## config.mk

```make
export PLATFORM = sky130hd
export DESIGN_NAME = charlieplexed_digit_scan_core
export DESIGN_NICKNAME = d
export VERILOG_FILES = /design/src/rtl/core/cdscan_pkg.sv /design/src/rtl/core/charlieplexed_digit_scan_core.sv
export SDC_FILE = /design/constraint.sdc
export NUM_CORES = 1
export LEC_CHECK = 0
export BUFFER_PORTS_ARGS = -buffer_cell sky130_fd_sc_hd__buf_2
export CORE_ASPECT_RATIO = 1.25
export CORE_MARGIN = 3
export CORE_UTILIZATION = 34
export CTS_CLUSTER_SIZE = 28
export DETAILED_ROUTE_END_ITERATION = 16
export GPL_TIMING_DRIVEN = 0
export PLACE_DENSITY = 0.54
export SYNTH_ARGS = -nofsm -noshare
export SYNTH_HDL_FRONTEND = slang
export SYNTH_SLANG_ARGS = --single-unit
export TNS_END_PERCENT = 1
```

## constraint.sdc

```tcl
create_clock -name clk -period 5.5 [get_ports clk]
set_clock_uncertainty 0.15 [all_clocks]
set_input_delay 1.1 -clock clk [delete_from_list [all_inputs] [get_ports clk]]
set_output_delay 1.1 -clock clk [all_outputs]
set_load 0.01 [all_outputs]
```

## src/rtl/core/cdscan_pkg.sv

```systemverilog
// ----------------------------------------------------------------------------
// cdscan_pkg - shared types, tables and helpers for the digit scan core
// glyph and bar tables, slot codes and the small digit split helpers
// ----------------------------------------------------------------------------
package cdscan_pkg;

	typedef logic [3:0] slot_t;
	typedef logic [8:0] lines_t;

	localparam slot_t SLOT_SPO2_TENS = 4'd0;
	localparam slot_t SLOT_SPO2_ONES = 4'd1;
	localparam slot_t SLOT_PULSE_HUND = 4'd2;
	localparam slot_t SLOT_PULSE_TENS = 4'd3;
	localparam slot_t SLOT_PULSE_ONES = 4'd4;
	localparam slot_t SLOT_PERF_HUND = 4'd5;
	localparam slot_t SLOT_PERF_TENS = 4'd6;
	localparam slot_t SLOT_PERF_ONES = 4'd7;
	localparam slot_t SLOT_STATUS = 4'd8;

	localparam logic [7:0] DOT_CLEAR = 8'h7f;
	localparam lines_t HEART_LINE = 9'h020;

	// common-anode hex glyphs, bit 7 is the dot, 0 lights a segment
	localparam logic [7:0] GLYPH [16] = '{
		8'hc0, 8'hf9, 8'ha4, 8'hb0, 8'h99, 8'h92, 8'h82, 8'hf8,
		8'h80, 8'h90, 8'h88, 8'h83, 8'hc6, 8'ha1, 8'h86, 8'h8e
	};

	// per status level: lines touched, lines driven, lines driven high
	localparam lines_t BAR_NAMED [8] = '{
		9'h1ff, 9'h1bf, 9'h1bf, 9'h1bf, 9'h1bf, 9'h1bf, 9'h1bf, 9'h000
	};
	localparam lines_t BAR_ENABLE [8] = '{
		9'h000, 9'h180, 9'h101, 9'h103, 9'h107, 9'h10f, 9'h11f, 9'h000
	};
	localparam lines_t BAR_LEVEL [8] = '{
		9'h000, 9'h080, 9'h100, 9'h100, 9'h100, 9'h100, 9'h100, 9'h000
	};

	// tens of a value below 128 (up to 12)
	function automatic logic [3:0] tens_of(logic [6:0] x);
		logic [3:0] t;
		t = 4'd0;
		for (int i = 1; i <= 12; i++) begin
			if (x >= 7'(i * 10))
				t = 4'(i);
		end
		return t;
	endfunction

	function automatic logic [3:0] ones_of(logic [6:0] x);
		logic [6:0] r;
		r = x - ({3'b000, tens_of(x)} * 7'd10);
		return r[3:0];
	endfunction

	// hundreds of a 9-bit value (up to 5)
	function automatic logic [2:0] hund_of(logic [8:0] v);
		logic [2:0] h;
		h = 3'd0;
		for (int i = 1; i <= 5; i++) begin
			if (v >= 9'(i * 100))
				h = 3'(i);
		end
		return h;
	endfunction

	function automatic logic [6:0] rem100(logic [8:0] v);
		logic [8:0] r;
		r = v - ({6'b000000, hund_of(v)} * 9'd100);
		return r[6:0];
	endfunction

	// common line k, pattern spread over the other eight lines in order
	function automatic lines_t digit_enables(logic [2:0] k, logic [7:0] pat);
		lines_t kbit;
		lines_t low;
		kbit = 9'd1 << k;
		low = kbit - 9'd1;
		return ({1'b0, ~pat} & low) | ({~pat, 1'b0} & ~low & ~kbit) | kbit;
	endfunction

endpackage

```

## src/rtl/core/charlieplexed_digit_scan_core.sv

```systemverilog
// ----------------------------------------------------------------------------
// charlieplexed_digit_scan_core - charlieplexed seven-segment scan core
// one scan tick in, one nine-line drive pattern out
// ----------------------------------------------------------------------------
// usage
//   each request on the slave stream is one scan tick carrying the current
//   spo2, pulse and perfusion values plus the status bar level and heart sign
//   each tick yields exactly one request on the master stream with the line
//   enables, line levels and the slot that was shown
//   slots run spo2 tens/ones, pulse hundreds/tens/ones, perfusion
//   hundreds/tens/ones, then the status bar; a zero perfusion hundreds digit
//   is skipped, the tick shows the perfusion tens instead
//   values are sampled on the first tick of their group
// timing
//   an accepted tick passes through the input register, then the slot decode
//   and digit split into the result register
//   one tick per cycle while m_tready stays high; with both registers full,
//   s_tready follows m_tready combinationally
// reset and stall
//   arst_n clears the scan position, held values and the drive state (all
//   lines floating); a stalled master holds its result and fills the input
//   register, after which s_tready drops
// ----------------------------------------------------------------------------
module charlieplexed_digit_scan_core (
	input  logic        clk,
	input  logic        arst_n,
	input  logic        s_tvalid,
	output logic        s_tready,
	// [6:0] spo2_value, [15:7] pulse_value, [24:16] perfusion_value,
	// [27:25] status_level, [28] heart_sign, [31:29] zero
	input  logic [31:0] s_tdata,
	output logic        m_tvalid,
	input  logic        m_tready,
	// [8:0] line_enable, [17:9] line_level, [21:18] slot_shown, [23:22] zero
	output logic [23:0] m_tdata
);

	// input register
	logic       in_valid_s1;
	logic [6:0] spo2_s1;
	logic [8:0] pulse_s1;
	logic [8:0] perf_s1;
	logic [2:0] level_s1;
	logic       heart_s1;

	// scan state, doubles as the result register
	cdscan_pkg::slot_t  scan_slot_q;
	logic [6:0]         spo2_held_q;
	logic [8:0]         pulse_held_q;
	logic [8:0]         perf_held_q;
	cdscan_pkg::lines_t drive_enables_q;
	cdscan_pkg::lines_t drive_levels_q;
	cdscan_pkg::slot_t  shown_q;
	logic               out_valid_q;

	logic advance;

	// slot decode
	logic [2:0]         digit_k;
	logic [7:0]         digit_pat;
	logic               is_status;
	cdscan_pkg::slot_t  shown_d;
	cdscan_pkg::slot_t  next_slot;
	logic [2:0]         hund_d;
	cdscan_pkg::lines_t bar_en;
	cdscan_pkg::lines_t bar_lv;
	cdscan_pkg::lines_t next_en;
	cdscan_pkg::lines_t next_lv;

	// a tick moves on whenever the result register is free or being emptied
	assign advance  = in_valid_s1 && (!out_valid_q || m_tready);
	assign s_tready = !in_valid_s1 || advance;

	always_ff @(posedge clk or negedge arst_n) begin
		if (!arst_n) begin
			in_valid_s1 <= 1'b0;
		end else if (s_tready) begin
			in_valid_s1 <= s_tvalid;
		end
	end

	always_ff @(posedge clk) begin
		if (s_tvalid && s_tready) begin
			spo2_s1  <= s_tdata[6:0];
			pulse_s1 <= s_tdata[15:7];
			perf_s1  <= s_tdata[24:16];
			level_s1 <= s_tdata[27:25];
			heart_s1 <= s_tdata[28];
		end
	end

	// per slot: which common line, which glyph, where the scan goes next
	always_comb begin
		digit_k   = scan_slot_q[2:0];
		digit_pat = 8'hff;
		is_status = 1'b0;
		shown_d   = scan_slot_q;
		next_slot = scan_slot_q + 4'd1;
		hund_d    = 3'd0;
		case (scan_slot_q)
			cdscan_pkg::SLOT_SPO2_TENS: begin
				digit_pat = cdscan_pkg::GLYPH[cdscan_pkg::tens_of(spo2_s1)];
			end
			cdscan_pkg::SLOT_SPO2_ONES: begin
				digit_pat = cdscan_pkg::GLYPH[cdscan_pkg::ones_of(spo2_held_q)];
			end
			cdscan_pkg::SLOT_PULSE_HUND: begin
				// zero hundreds shows a blank digit with only the dot lit
				hund_d = cdscan_pkg::hund_of(pulse_s1);
				if (hund_d != 3'd0)
					digit_pat = cdscan_pkg::GLYPH[{1'b0, hund_d}] & cdscan_pkg::DOT_CLEAR;
				else
					digit_pat = cdscan_pkg::DOT_CLEAR;
			end
			cdscan_pkg::SLOT_PULSE_TENS: begin
				digit_pat = cdscan_pkg::GLYPH[cdscan_pkg::tens_of(
					cdscan_pkg::rem100(pulse_held_q))] & cdscan_pkg::DOT_CLEAR;
			end
			cdscan_pkg::SLOT_PULSE_ONES: begin
				digit_pat = cdscan_pkg::GLYPH[cdscan_pkg::ones_of(
					cdscan_pkg::rem100(pulse_held_q))] & cdscan_pkg::DOT_CLEAR;
			end
			cdscan_pkg::SLOT_PERF_HUND: begin
				// zero hundreds: skip straight to the tens digit
				hund_d = cdscan_pkg::hund_of(perf_s1);
				if (hund_d != 3'd0) begin
					digit_pat = cdscan_pkg::GLYPH[{1'b0, hund_d}];
				end else begin
					digit_pat = cdscan_pkg::GLYPH[cdscan_pkg::tens_of(
						cdscan_pkg::rem100(perf_s1))];
					digit_k   = cdscan_pkg::SLOT_PERF_TENS[2:0];
					shown_d   = cdscan_pkg::SLOT_PERF_TENS;
					next_slot = cdscan_pkg::SLOT_PERF_ONES;
				end
			end
			cdscan_pkg::SLOT_PERF_TENS: begin
				digit_pat = cdscan_pkg::GLYPH[cdscan_pkg::tens_of(
					cdscan_pkg::rem100(perf_held_q))];
			end
			cdscan_pkg::SLOT_PERF_ONES: begin
				digit_pat = cdscan_pkg::GLYPH[cdscan_pkg::ones_of(
					cdscan_pkg::rem100(perf_held_q))] & cdscan_pkg::DOT_CLEAR;
			end
			default: begin
				// status bar, also covers the unused slot codes
				is_status = 1'b1;
				shown_d   = cdscan_pkg::SLOT_STATUS;
				next_slot = cdscan_pkg::SLOT_SPO2_TENS;
			end
		endcase
	end

	// status bar only touches the lines its level names, plus the heart line when the heart sign is set
	always_comb begin
		bar_en = (drive_enables_q & ~cdscan_pkg::BAR_NAMED[level_s1])
			| cdscan_pkg::BAR_ENABLE[level_s1];
		bar_lv = (drive_levels_q & ~cdscan_pkg::BAR_NAMED[level_s1])
			| cdscan_pkg::BAR_LEVEL[level_s1];
		if (heart_s1) begin
			bar_en = bar_en | cdscan_pkg::HEART_LINE;
			bar_lv = bar_lv & ~cdscan_pkg::HEART_LINE;
		end
		bar_lv = bar_lv & bar_en;
	end

	always_comb begin
		if (is_status) begin
			next_en = bar_en;
			next_lv = bar_lv;
		end else begin
			next_en = cdscan_pkg::digit_enables(digit_k, digit_pat);
			next_lv = 9'd1 << digit_k;
		end
	end

	always_ff @(posedge clk or negedge arst_n) begin
		if (!arst_n) begin
			scan_slot_q     <= cdscan_pkg::SLOT_SPO2_TENS;
			spo2_held_q     <= 7'd0;
			pulse_held_q    <= 9'd0;
			perf_held_q     <= 9'd0;
			drive_enables_q <= '0;
			drive_levels_q  <= '0;
			shown_q         <= cdscan_pkg::SLOT_SPO2_TENS;
			out_valid_q     <= 1'b0;
		end else begin
			if (advance) begin
				scan_slot_q     <= next_slot;
				drive_enables_q <= next_en;
				drive_levels_q  <= next_lv;
				shown_q         <= shown_d;
				if (scan_slot_q == cdscan_pkg::SLOT_SPO2_TENS)
					spo2_held_q <= spo2_s1;
				if (scan_slot_q == cdscan_pkg::SLOT_PULSE_HUND)
					pulse_held_q <= pulse_s1;
				if (scan_slot_q == cdscan_pkg::SLOT_PERF_HUND)
					perf_held_q <= perf_s1;
				out_valid_q <= 1'b1;
			end else if (m_tready) begin
				out_valid_q <= 1'b0;
			end
		end
	end

	assign m_tvalid = out_valid_q;
	assign m_tdata  = {2'b00, shown_q, drive_levels_q, drive_enables_q};

`ifndef ASSERT_OFF
	// a floating line never carries a level
	a_level_within_enable: assert property (@(posedge clk) disable iff (!arst_n)
		(drive_levels_q & ~drive_enables_q) == 9'd0)
		else $error("line level set on a floating line");

	// the scan never leaves the nine slots
	a_slot_range: assert property (@(posedge clk) disable iff (!arst_n)
		scan_slot_q <= cdscan_pkg::SLOT_STATUS)
		else $error("scan slot out of range");

	// after the status bar the scan wraps to the first digit
	a_wrap: assert property (@(posedge clk) disable iff (!arst_n)
		advance && is_status |=> scan_slot_q == cdscan_pkg::SLOT_SPO2_TENS)
		else $error("scan did not wrap after status slot");

	// a digit tick drives exactly its common line high
	a_digit_common: assert property (@(posedge clk) disable iff (!arst_n)
		advance && !is_status |=> $onehot(drive_levels_q))
		else $error("digit tick without a single common line");
`endif

endmodule
```

==> results of run 1 <==
## metrics by stage
stage	setup TNS [ps]	hold slack [ps]
floorplan	-43.0	305
global placement	-10350	311
global route	-4000	358
finish	-1960	329
detailed placement	-10840	317
CTS	-1410	334
## worst reg2reg max path, delay by kind of cell (launching register included)
| family | cells | cell delay [ps] |
|---|---|---|
| compound gates | 11 | 1650 |
| xor+xnor | 2 | 620 |
| fa+ha+maj | 3 | 670 |
| buf+inv | 7 | 720 |
| flops | 1 | 400 |
| mux | 1 | 120 |
| simple gates | 7 | 1410 |
## sequential cells by signal (all words and copies together) (netlist names)
register / flops
m_tvalid: 1
in_valid_s1: 1
spo2_held_q: 7
level_s1: 3
perf_held_q: 9
drive_levels_q: 9
heart_s1: 1
perf_s1: 9
drive_enables_q: 9
scan_slot_q: 4
pulse_held_q: 9
spo2_s1: 7
pulse_s1: 9
shown_q: 4
## layout make-up
cell class | count | area, um^2
Fill cell | 2675 | 15000
Timing Repair Buffer | 116 | 738
Clock inverter | 7 | 81.3
Buffer | 58 | 303
Sequential cell | 82 | 2200
Tap cell | 340 | 425
Multi-Input combinational cell | 900 | 6860
Clock buffer | 9 | 225
Inverter | 66 | 254
## what timing repair did
| action | in CTS | in global routing |
|---|---|---|
| setup endpoints to repair | 8 | 8 |
| pin swaps | 24 | 29 |
| resized for setup | 57 | 29 |
| setup buffers | 42 | 18 |
## worst max path at each step
stage | depth (start not counted) | slack (ps) | start | end
after floorplan | 25 | -10 | perf_held_q[5] | drive_enables_q[6]
after global placement | 25 | -1490 | perf_s1[6] | drive_enables_q[7]
after CTS | 27 | -230 | perf_held_q[5] | drive_enables_q[3]
after global routing | 30 | -590 | perf_held_q[6] | drive_enables_q[7]
final | 31 | -320 | perf_held_q[6] | drive_enables_q[6]
after detailed placement | 25 | -1580 | perf_s1[6] | drive_enables_q[7]
## cell usage in the layout (no fill, tap or decap), types with 7 or more instances in the layout
cell type / synthesis / routed
clkbuf_16: 0 / 9
buf_2: 1 / 57
ha_1: 83 / 74
edfxtp_1: 29 / 29
o21ai_1: 7 / 12
inv_2: 1 / 8
a221oi_1: 7 / 7
dfrtp_1: 53 / 52
mux2_2: 24 / 24
mux2i_1: 29 / 28
o21a_1: 11 / 10
nand2b_1: 18 / 17
nor2b_1: 11 / 11
o211ai_1: 8 / 8
or3_1: 16 / 15
nor3_1: 29 / 27
a31oi_1: 21 / 20
a221o_1: 7 / 7
buf_4: 2 / 61
nor2_1: 84 / 80
a21oi_1: 72 / 67
nand3b_1: 7 / 7
a22o_1: 10 / 10
a211o_1: 7 / 7
nand3_1: 37 / 37
and3_1: 9 / 7
clkbuf_1: 57 / 40
o21ai_0: 77 / 70
inv_1: 64 / 55
a211oi_1: 12 / 11
o31ai_1: 10 / 9
nand2_1: 113 / 110
a21o_1: 8 / 8
o22ai_1: 19 / 17
xnor2_1: 13 / 10
## cell families (layout without fill, tap and decap cells)
family	count (synthesis)	after routing	share of synthesized area
muxes	58	58	0.0723
buffers and inverters	129	256	0.0553
adders and majority gates	93	93	0.132
xor gates and xnor gates	27	27	0.0355
other	1	2	0.000414
DFF	82	82	0.243
and+or+nand+nor	366	366	0.194
AOI/OAI and AO/OA	354	354	0.267
## metal layers
layer | wire, um | share of wire | vias up
met5 | 0 | 0 | -
met4 | 491 | 0.018 | 0
met3 | 1080 | 0.040 | 26
met2 | 13300 | 0.50 | 196
met1 | 12000 | 0.45 | 4254
li1 | - | - | 4371
==> impl_metrics.ini, run 1 <==
[yosys]
synth_cell_types = 99
synthArstFlopShare = 0.646
ys_seq_elements = 82
yosysMostFrequentCell = nand2_1
synthTopCellsByCount = nand2_1 (113), nor2_1 (84), ha_1 (83)
yosys_most_used_dff = dfrtp_1
syn_inst = 1110
synth_area_leaders = dfrtp_1 (15%), ha_1 (11%), edfxtp_1 (9.6%)
synth.avg_cell_area_um2 = 8.15
synth.cell_area_mm2 = 0.00905
synth_top_area_share = 0.147
yosysTopAreaCell = dfrtp_1
synth_edf_count = 29
ys_seq_area_frac = 0.243
yosysWarnings = 0

[timing]
min_period_ps = 5820
finalCritPeriodShare = 1.06
hold_viol_final = 0
tightest_slew_ps = 1010
max_freq_mhz = 172
rsz0062_at_grt = yes
slew_headroom = 0.330
layout_setup_ws_ps = -322
slew_viol_final = 0
final-setup-viol-count = 8

[die]
dieArea_mm2 = 0.0286
die_h_um = 188
coreArea_mm2 = 0.0261
die_w_um = 152
io_pins = 62
rows = 66
start_util = 0.347

[cts]
clk_path_buf_depth = 2
htreeDepth = 3
cts_hold_buf = 0
root_buffer = clkbuf_16
insertion_delay_ps = 370
cts_sinks = 82
cts_buffers = 9
clk_pin_slew_ps = 70
cts_tree = built

[grt]
grt_use_met1 = 0.240
antenna_found_initial = 0
grt_overflow = 0
grt_max_degree = 54
grt_pass1_vias = 8377
grt_use_met3 = 0.0227
grt_usage = 0.183
grt_pass1_wl_mm = 43.7
use_met2 = 0.320
busiest_layer = met2

[min_path]
hp-class = flip-flop to flip-flop
whs_path_depth = 2
min_from = shown_q[2]
hold_path_end = shown_q[2]

[finish]
drive_gt1_frac = 0.220
nNetsFinal = 1358
fin_util = 0.425
antenna_cells = 0
final_cells = 1578
area_delta_synth_final_pct = 22.4
design_area_mm2 = 0.0111

[setup_path]
critPathBufInv = 7
crit_path_end_kind = flip-flop
worst_r2r_path_depth = 31
cpLargestDelayFamily = compound AO/OA/AOI/OAI gates
timing.rr.start = perf_held_q[6]
critPathArrivalTime_ps = 5970
slowest_delay_ps = 530
crit_path_start_kind = flip-flop
ff2ff_setup_slack_ps = -320
crit_required_ps = 5650
cp_slowest_cell = or4b_1
critPathMaxFanout = 5
cpMostUsedCell = inv_2
reg2reg_to = drive_enables_q[6]
crit_type = flip-flop to flip-flop

[route]
drt_first_pass_iters = 5
drtIter0Drc = 611
num_vias = 8847
wl_per_cell_um = 17.0
ant_nets = 0
remaining_drc_errors = 0
viasPerCell = 5.61
routed_wl_mm = 26.9

[run_status]
status = finished, violations left
violations = negative setup slack

[placed_design]
gp_congestion = 0.879
dpl_cell_area_mm2 = 0.00995
dp_cells = 1507
port_buffers = 56
place_ws_ps = -1580
dp_hpwl_mm = 19.7

[run]
drv_cap = 0
Power of run 1 is left out: the tool's default activity adds up to more than one toggle a clock period on the data nets, which glitch-free logic cannot reach.
==> inputs of run 2 (changes only) <==
- PLACE_DENSITY: 0.54 -> 0.52
- SKIP_CTS_REPAIR_TIMING: not set -> 1
- clock period: 5.5 -> 6.2 ns (I/O delays scaled with it)
==> run 2 against run 1 <==
Net effect:
- die area unchanged
- clock-buffer cell count unchanged
- via count is 2.6% lower
- sequential cell count stayed put
- sequential share of layout area is 0.74 points higher
- core utilization shrank 1.5 points
- worst hold slack improved by 6.5 ps
- the run now ends clean
==> impl_metrics.ini, run 2 (synthesis results as in run 1) <==
[timing]
final-setup-viol-count = 0
slew_headroom = 0.358
layout_setup_ws_ps = 266
finalCritPeriodShare = 0.957
slew_viol_final = 0
max_freq_mhz = 169
tightest_slew_ps = 964
min_period_ps = 5930
hold_viol_final = 0

[finish]
layout_commonest_cell = nand2_1
final_cell_mix = nand2_1 (112), nor2_1 (81), ha_1 (79)
drive_gt1_frac = 0.181
fillers = 2751
antenna_cells = 0
final_cells = 1552
area_delta_synth_final_pct = 18.0
nNetsFinal = 1332

[setup_path]
crit_required_ps = 6310
critPathMaxFanout = 10
crit_type = flip-flop to flip-flop
crit_path_end_kind = flip-flop
crit_path_start_kind = flip-flop
critPathArrivalTime_ps = 6040

[route]
wl_per_cell_um = 16.9
num_vias = 8614
remaining_drc_errors = 0
viasPerCell = 5.55
drtIter0Drc = 525
drt_first_pass_iters = 5
routed_wl_mm = 26.3
ant_nets = 0

[cts]
clk_pin_slew_ps = 80
root_buffer = clkbuf_16
cts_tree = built
htreeDepth = 3
clk_path_buf_depth = 2
cts_buffers = 9
insertion_delay_ps = 380
cts_sinks = 82

[placed_design]
dp_cells = 1507
dp_hpwl_mm = 19.8
gp_congestion = 0.860
port_buffers = 56
place_ws_ps = -961

[min_path]
hp-class = flip-flop to flip-flop

[grt]
antenna_found_initial = 0
grt_overflow = 0
grt_max_degree = 54
grt_pass1_vias = 8262
grt_pass1_wl_mm = 42.7
grt_usage = 0.180

[run]
drv_cap = 0

[die]
coreArea_mm2 = 0.0261
die_h_um = 188
dieArea_mm2 = 0.0286
io_pins = 62
die_w_um = 152
rows = 66
start_util = 0.347

[run_status]
status = complete, no violations
==> run 2: cell types whose count changed in the layout (fill, tap and decap cells not counted), moves of 3 or more <==
cell and delta:
inv_1 +7, o21ai_1 -4, ha_4 -6, buf_8 -3, inv_2 -5, o21ai_0 +3, buf_4 -26, buf_2 +3
clkbuf_1 +3, ha_1 +5
==> run 2: path summary, 6_finish.rpt <==
kind,start,endpoint,slack [ps],depth (start not counted)
min in group asynchronous,arst_n,shown_q[3],750,1
min,pulse_s1[1],pulse_held_q[1],330,1
min reg2reg,pulse_s1[1],pulse_held_q[1],330,1
max,perf_held_q[5],drive_enables_q[6],270,22
max in group asynchronous,arst_n,spo2_held_q[5],4600,1
max reg2reg,perf_held_q[5],drive_enables_q[6],270,22
==> run 2: area by class of cell <==
cell class | instances | area (um^2) | share of cell area
multi-input combinational | 900 | 6710 | 0.628
sequential | 82 | 2200 | 0.206
timing repair buffer | 89 | 543 | 0.0508
tap | 340 | 425 | 0.0398
buffer | 59 | 263 | 0.0246
inverter | 66 | 248 | 0.0232
clock buffer | 9 | 225 | 0.0211
clock inverter | 7 | 70.1 | 0.00656
==> run 2: worst max-delay path: stages (launching register included) <==
cell and delay (ps):
dfrtp_1 380, clkbuf_4 180, or4b_1 520, o2111ai_2 110, o21ai_4 90, buf_4 180
ha_1 340, or3_1 440, nand2_1 150, clkbuf_1 460, o221ai_1 170, a21oi_1 280
o2bb2ai_4 170, o21ai_4 110, inv_2 90, ha_1 140, inv_1 50, fa_2 460
or3_1 380, mux2i_1 310, nor4b_4 110, and3_1 200, or3_1 350
==> run 2: per-layer routing <==
layer | up-vias | GRT usage | routed length (um)
met1 | 4111 | 0.222 | 11600
met3 | 44 | 0.0260 | 839
li1 | 4300 | - | -
met2 | 159 | 0.319 | 13200
met4 | 0 | 0.0643 | 666
met5 | - | 0 | 0
==> run 2: stage by stage <==
stage / utilization / area (um^2) / TNS (ps) / hold WS, ps
2_1_floorplan: - / 9050 / 0 / 305
3_3_place_gp: 0.374 / 9760 / -6740 / 309
3_5_place_dp: 0.374 / 9760 / -6450 / 325
4_1_cts: 0.385 / 10100 / -6690 / 343
5_1_grt: 0.409 / 10700 / -233 / 358
6_report: 0.409 / 10700 / 0 / 335
Power of run 2 is left out for the same reason.
==> inputs of run 3 (changes only) <==
- ABC_AREA: not set -> 1
==> run 3 against run 2 <==
Net effect:
- core utilization is 2.1 points lower
- sequential cell count did not move
- sequential share of layout area increased by 3.0 points
- die area decreased by 7.4%
- synthesized cell count is 11% higher
- maximum frequency increased by 5.4%
- worst hold slack improved by 21 ps
- final area decreased by 13%
- non-clock buffer count is 76 lower
- wire length shrank 15%
- critical path type unchanged
- largest cell class unchanged
==> impl_metrics.ini, run 3 <==
[route]
wl_met2_mm = 11.3
ant_nets = 0
wl_met1_mm = 9.90
remaining_drc_errors = 0
wl_per_cell_um = 13.7
num_vias = 7945
top_layer_used = met4
drt_first_pass_iters = 5
wl_met3_um = 594
viasPerCell = 4.88
drtIter0Drc = 426
routed_wl_mm = 22.3

[timing]
slew_viol_final = 0
final-setup-viol-count = 0
max_freq_mhz = 178
tightest_slew_ps = 772
tns_ps = 0
holdWs_ps = 356
finalCritPeriodShare = 0.908
slew_headroom = 0.485
min_period_ps = 5630
hold_viol_final = 0
layout_setup_ws_ps = 569
rsz0062_at_grt = no

[die]
coreArea_mm2 = 0.0240
die_h_um = 181
die_w_um = 146
dieArea_mm2 = 0.0265
rows = 63
start_util = 0.349
io_pins = 62

[yosys]
synth_area_leaders = dfrtp_1 (16%), nand2_1 (14%), ha_1 (12%)
ys_seq_elements = 82
synth_top_family_by_area = simple AND/OR/NAND/NOR gates
synth_top_area_share = 0.159
yosysMostFrequentCell = nand2_1
yosysWarnings = 0
synth_xor_xnor_area_share = 0.0147
synthMuxAreaShare = 0
synth_edf_count = 29
yosysTopAreaCell = dfrtp_1
synth.avg_cell_area_um2 = 6.78
synth.cell_area_mm2 = 0.00836
synthAdderAreaFrac = 0.139
syn_inst = 1232
synthTopCellsByCount = nand2_1 (309), inv_1 (193), nor2_1 (110)
yosys_most_used_dff = dfrtp_1
synth_compound_area_frac = 0.179
synth_cell_types = 62
ys_seq_area_frac = 0.263
synth-simple-area-share = 0.302
synthArstFlopShare = 0.646

[placed_design]
gp_congestion = 0.856
port_buffers = 56
place_ws_ps = 369
dpl_cell_area_mm2 = 0.00905
dp_hpwl_mm = 17.8

[cts]
cts_buffers = 9
clk_pin_slew_ps = 60
cts_tree = built
cts_sinks = 82
clk_path_buf_depth = 2
insertion_delay_ps = 360
root_buffer = clkbuf_16
htreeDepth = 3

[finish]
final_cell_mix = nand2_1 (309), inv_1 (192), nor2_1 (109)
design_area_mm2 = 0.00931
antenna_cells = 0
drive_gt1_frac = 0.107
area_delta_synth_final_pct = 11.5
multi_input_area_mm2 = 0.00532
fillers = 2617
nNetsFinal = 1424
layout_commonest_cell = nand2_1
register_area_mm2 = 0.00220

[run_status]
status = complete, no violations

[setup_path]
cp_slowest_cell = fa_1
critPathArrivalTime_ps = 5770
critPathMaxFanout = 8
crit_path_end_kind = flip-flop
slowest_delay_ps = 410
crit_required_ps = 6340
crit_type = flip-flop to flip-flop
crit_path_start_kind = flip-flop
cpMostUsedCell = nand2_1

[grt]
grt_pass1_wl_mm = 37.2
antenna_found_initial = 0
grt_pass1_vias = 7887
grt_usage = 0.169
grt_overflow = 0
grt_max_degree = 54

[run]
drv_cap = 0

[min_path]
hp-class = flip-flop to flip-flop
-- run 3: changes by cell type after synthesis, sizes merged, moves of 31 or more --
cell	change
nor2	+31
nand3	+53
clkbuf	-44
inv	+138
nand2	+215
o21ai	+32
mux2i	-31
-- run 3: cell families (layout without fill, tap and decap cells) --
| family | Yosys count | count (layout) |
|---|---|---|
| XOR/XNOR | 11 | 11 |
| buffers and inverters | 224 | 295 |
| other | 1 | 2 |
| flip-flops | 82 | 82 |
| AND/OR/NAND/NOR | 573 | 573 |
| AO/OA/AOI/OAI | 252 | 252 |
| adder cells (fa/ha/maj) | 89 | 89 |
-- run 3: worst max-delay path, delay by kind of cell (launching register included) --
kind | cells | cell delay, ps
AO/OA/AOI/OAI | 8 | 1320
buffers and inverters | 7 | 800
flip-flops | 1 | 400
adder cells (fa/ha/maj) | 3 | 850
AND/OR/NAND/NOR | 18 | 2020
-- run 3: path summary, 6_finish.rpt --
check / from / to / slack, ps / cells after the start
setup / recovery: perf_s1[4] / drive_enables_q[5] / 570 / 36
hold / removal: drive_enables_q[5] / drive_enables_q[5] / 360 / 2
setup reg to reg: perf_s1[4] / drive_enables_q[5] / 570 / 36
hold reg to reg: drive_enables_q[5] / drive_enables_q[5] / 360 / 2
max in group asynchronous: arst_n / perf_held_q[5] / 4600 / 1
min in group asynchronous: arst_n / drive_levels_q[1] / 800 / 1
-- run 3: routing by layer --
metal  up-vias  GRT usage
met5         -          0
met4         0     0.0584
met3        32     0.0241
met2        97      0.310
met1      3641      0.200
li1       4175          -
-- run 3: cell type report --
class,count,share of cell area
multi-input combinational,927,0.571
sequential,82,0.236
inverter,207,0.0834
tap,325,0.0437
timing repair buffer,56,0.0304
clock buffer,10,0.0246
buffer,16,0.00752
clock inverter,6,0.00363
-- run 3: metrics by stage --
stage,utilization,std cells
2_1_floorplan,-,1233
3_3_place_gp,0.378,1614
3_5_place_dp,0.378,1614
4_1_cts,0.389,1630
5_1_grt,0.389,1629
6_report,0.389,1629
Power of run 3 is left out for the same reason.
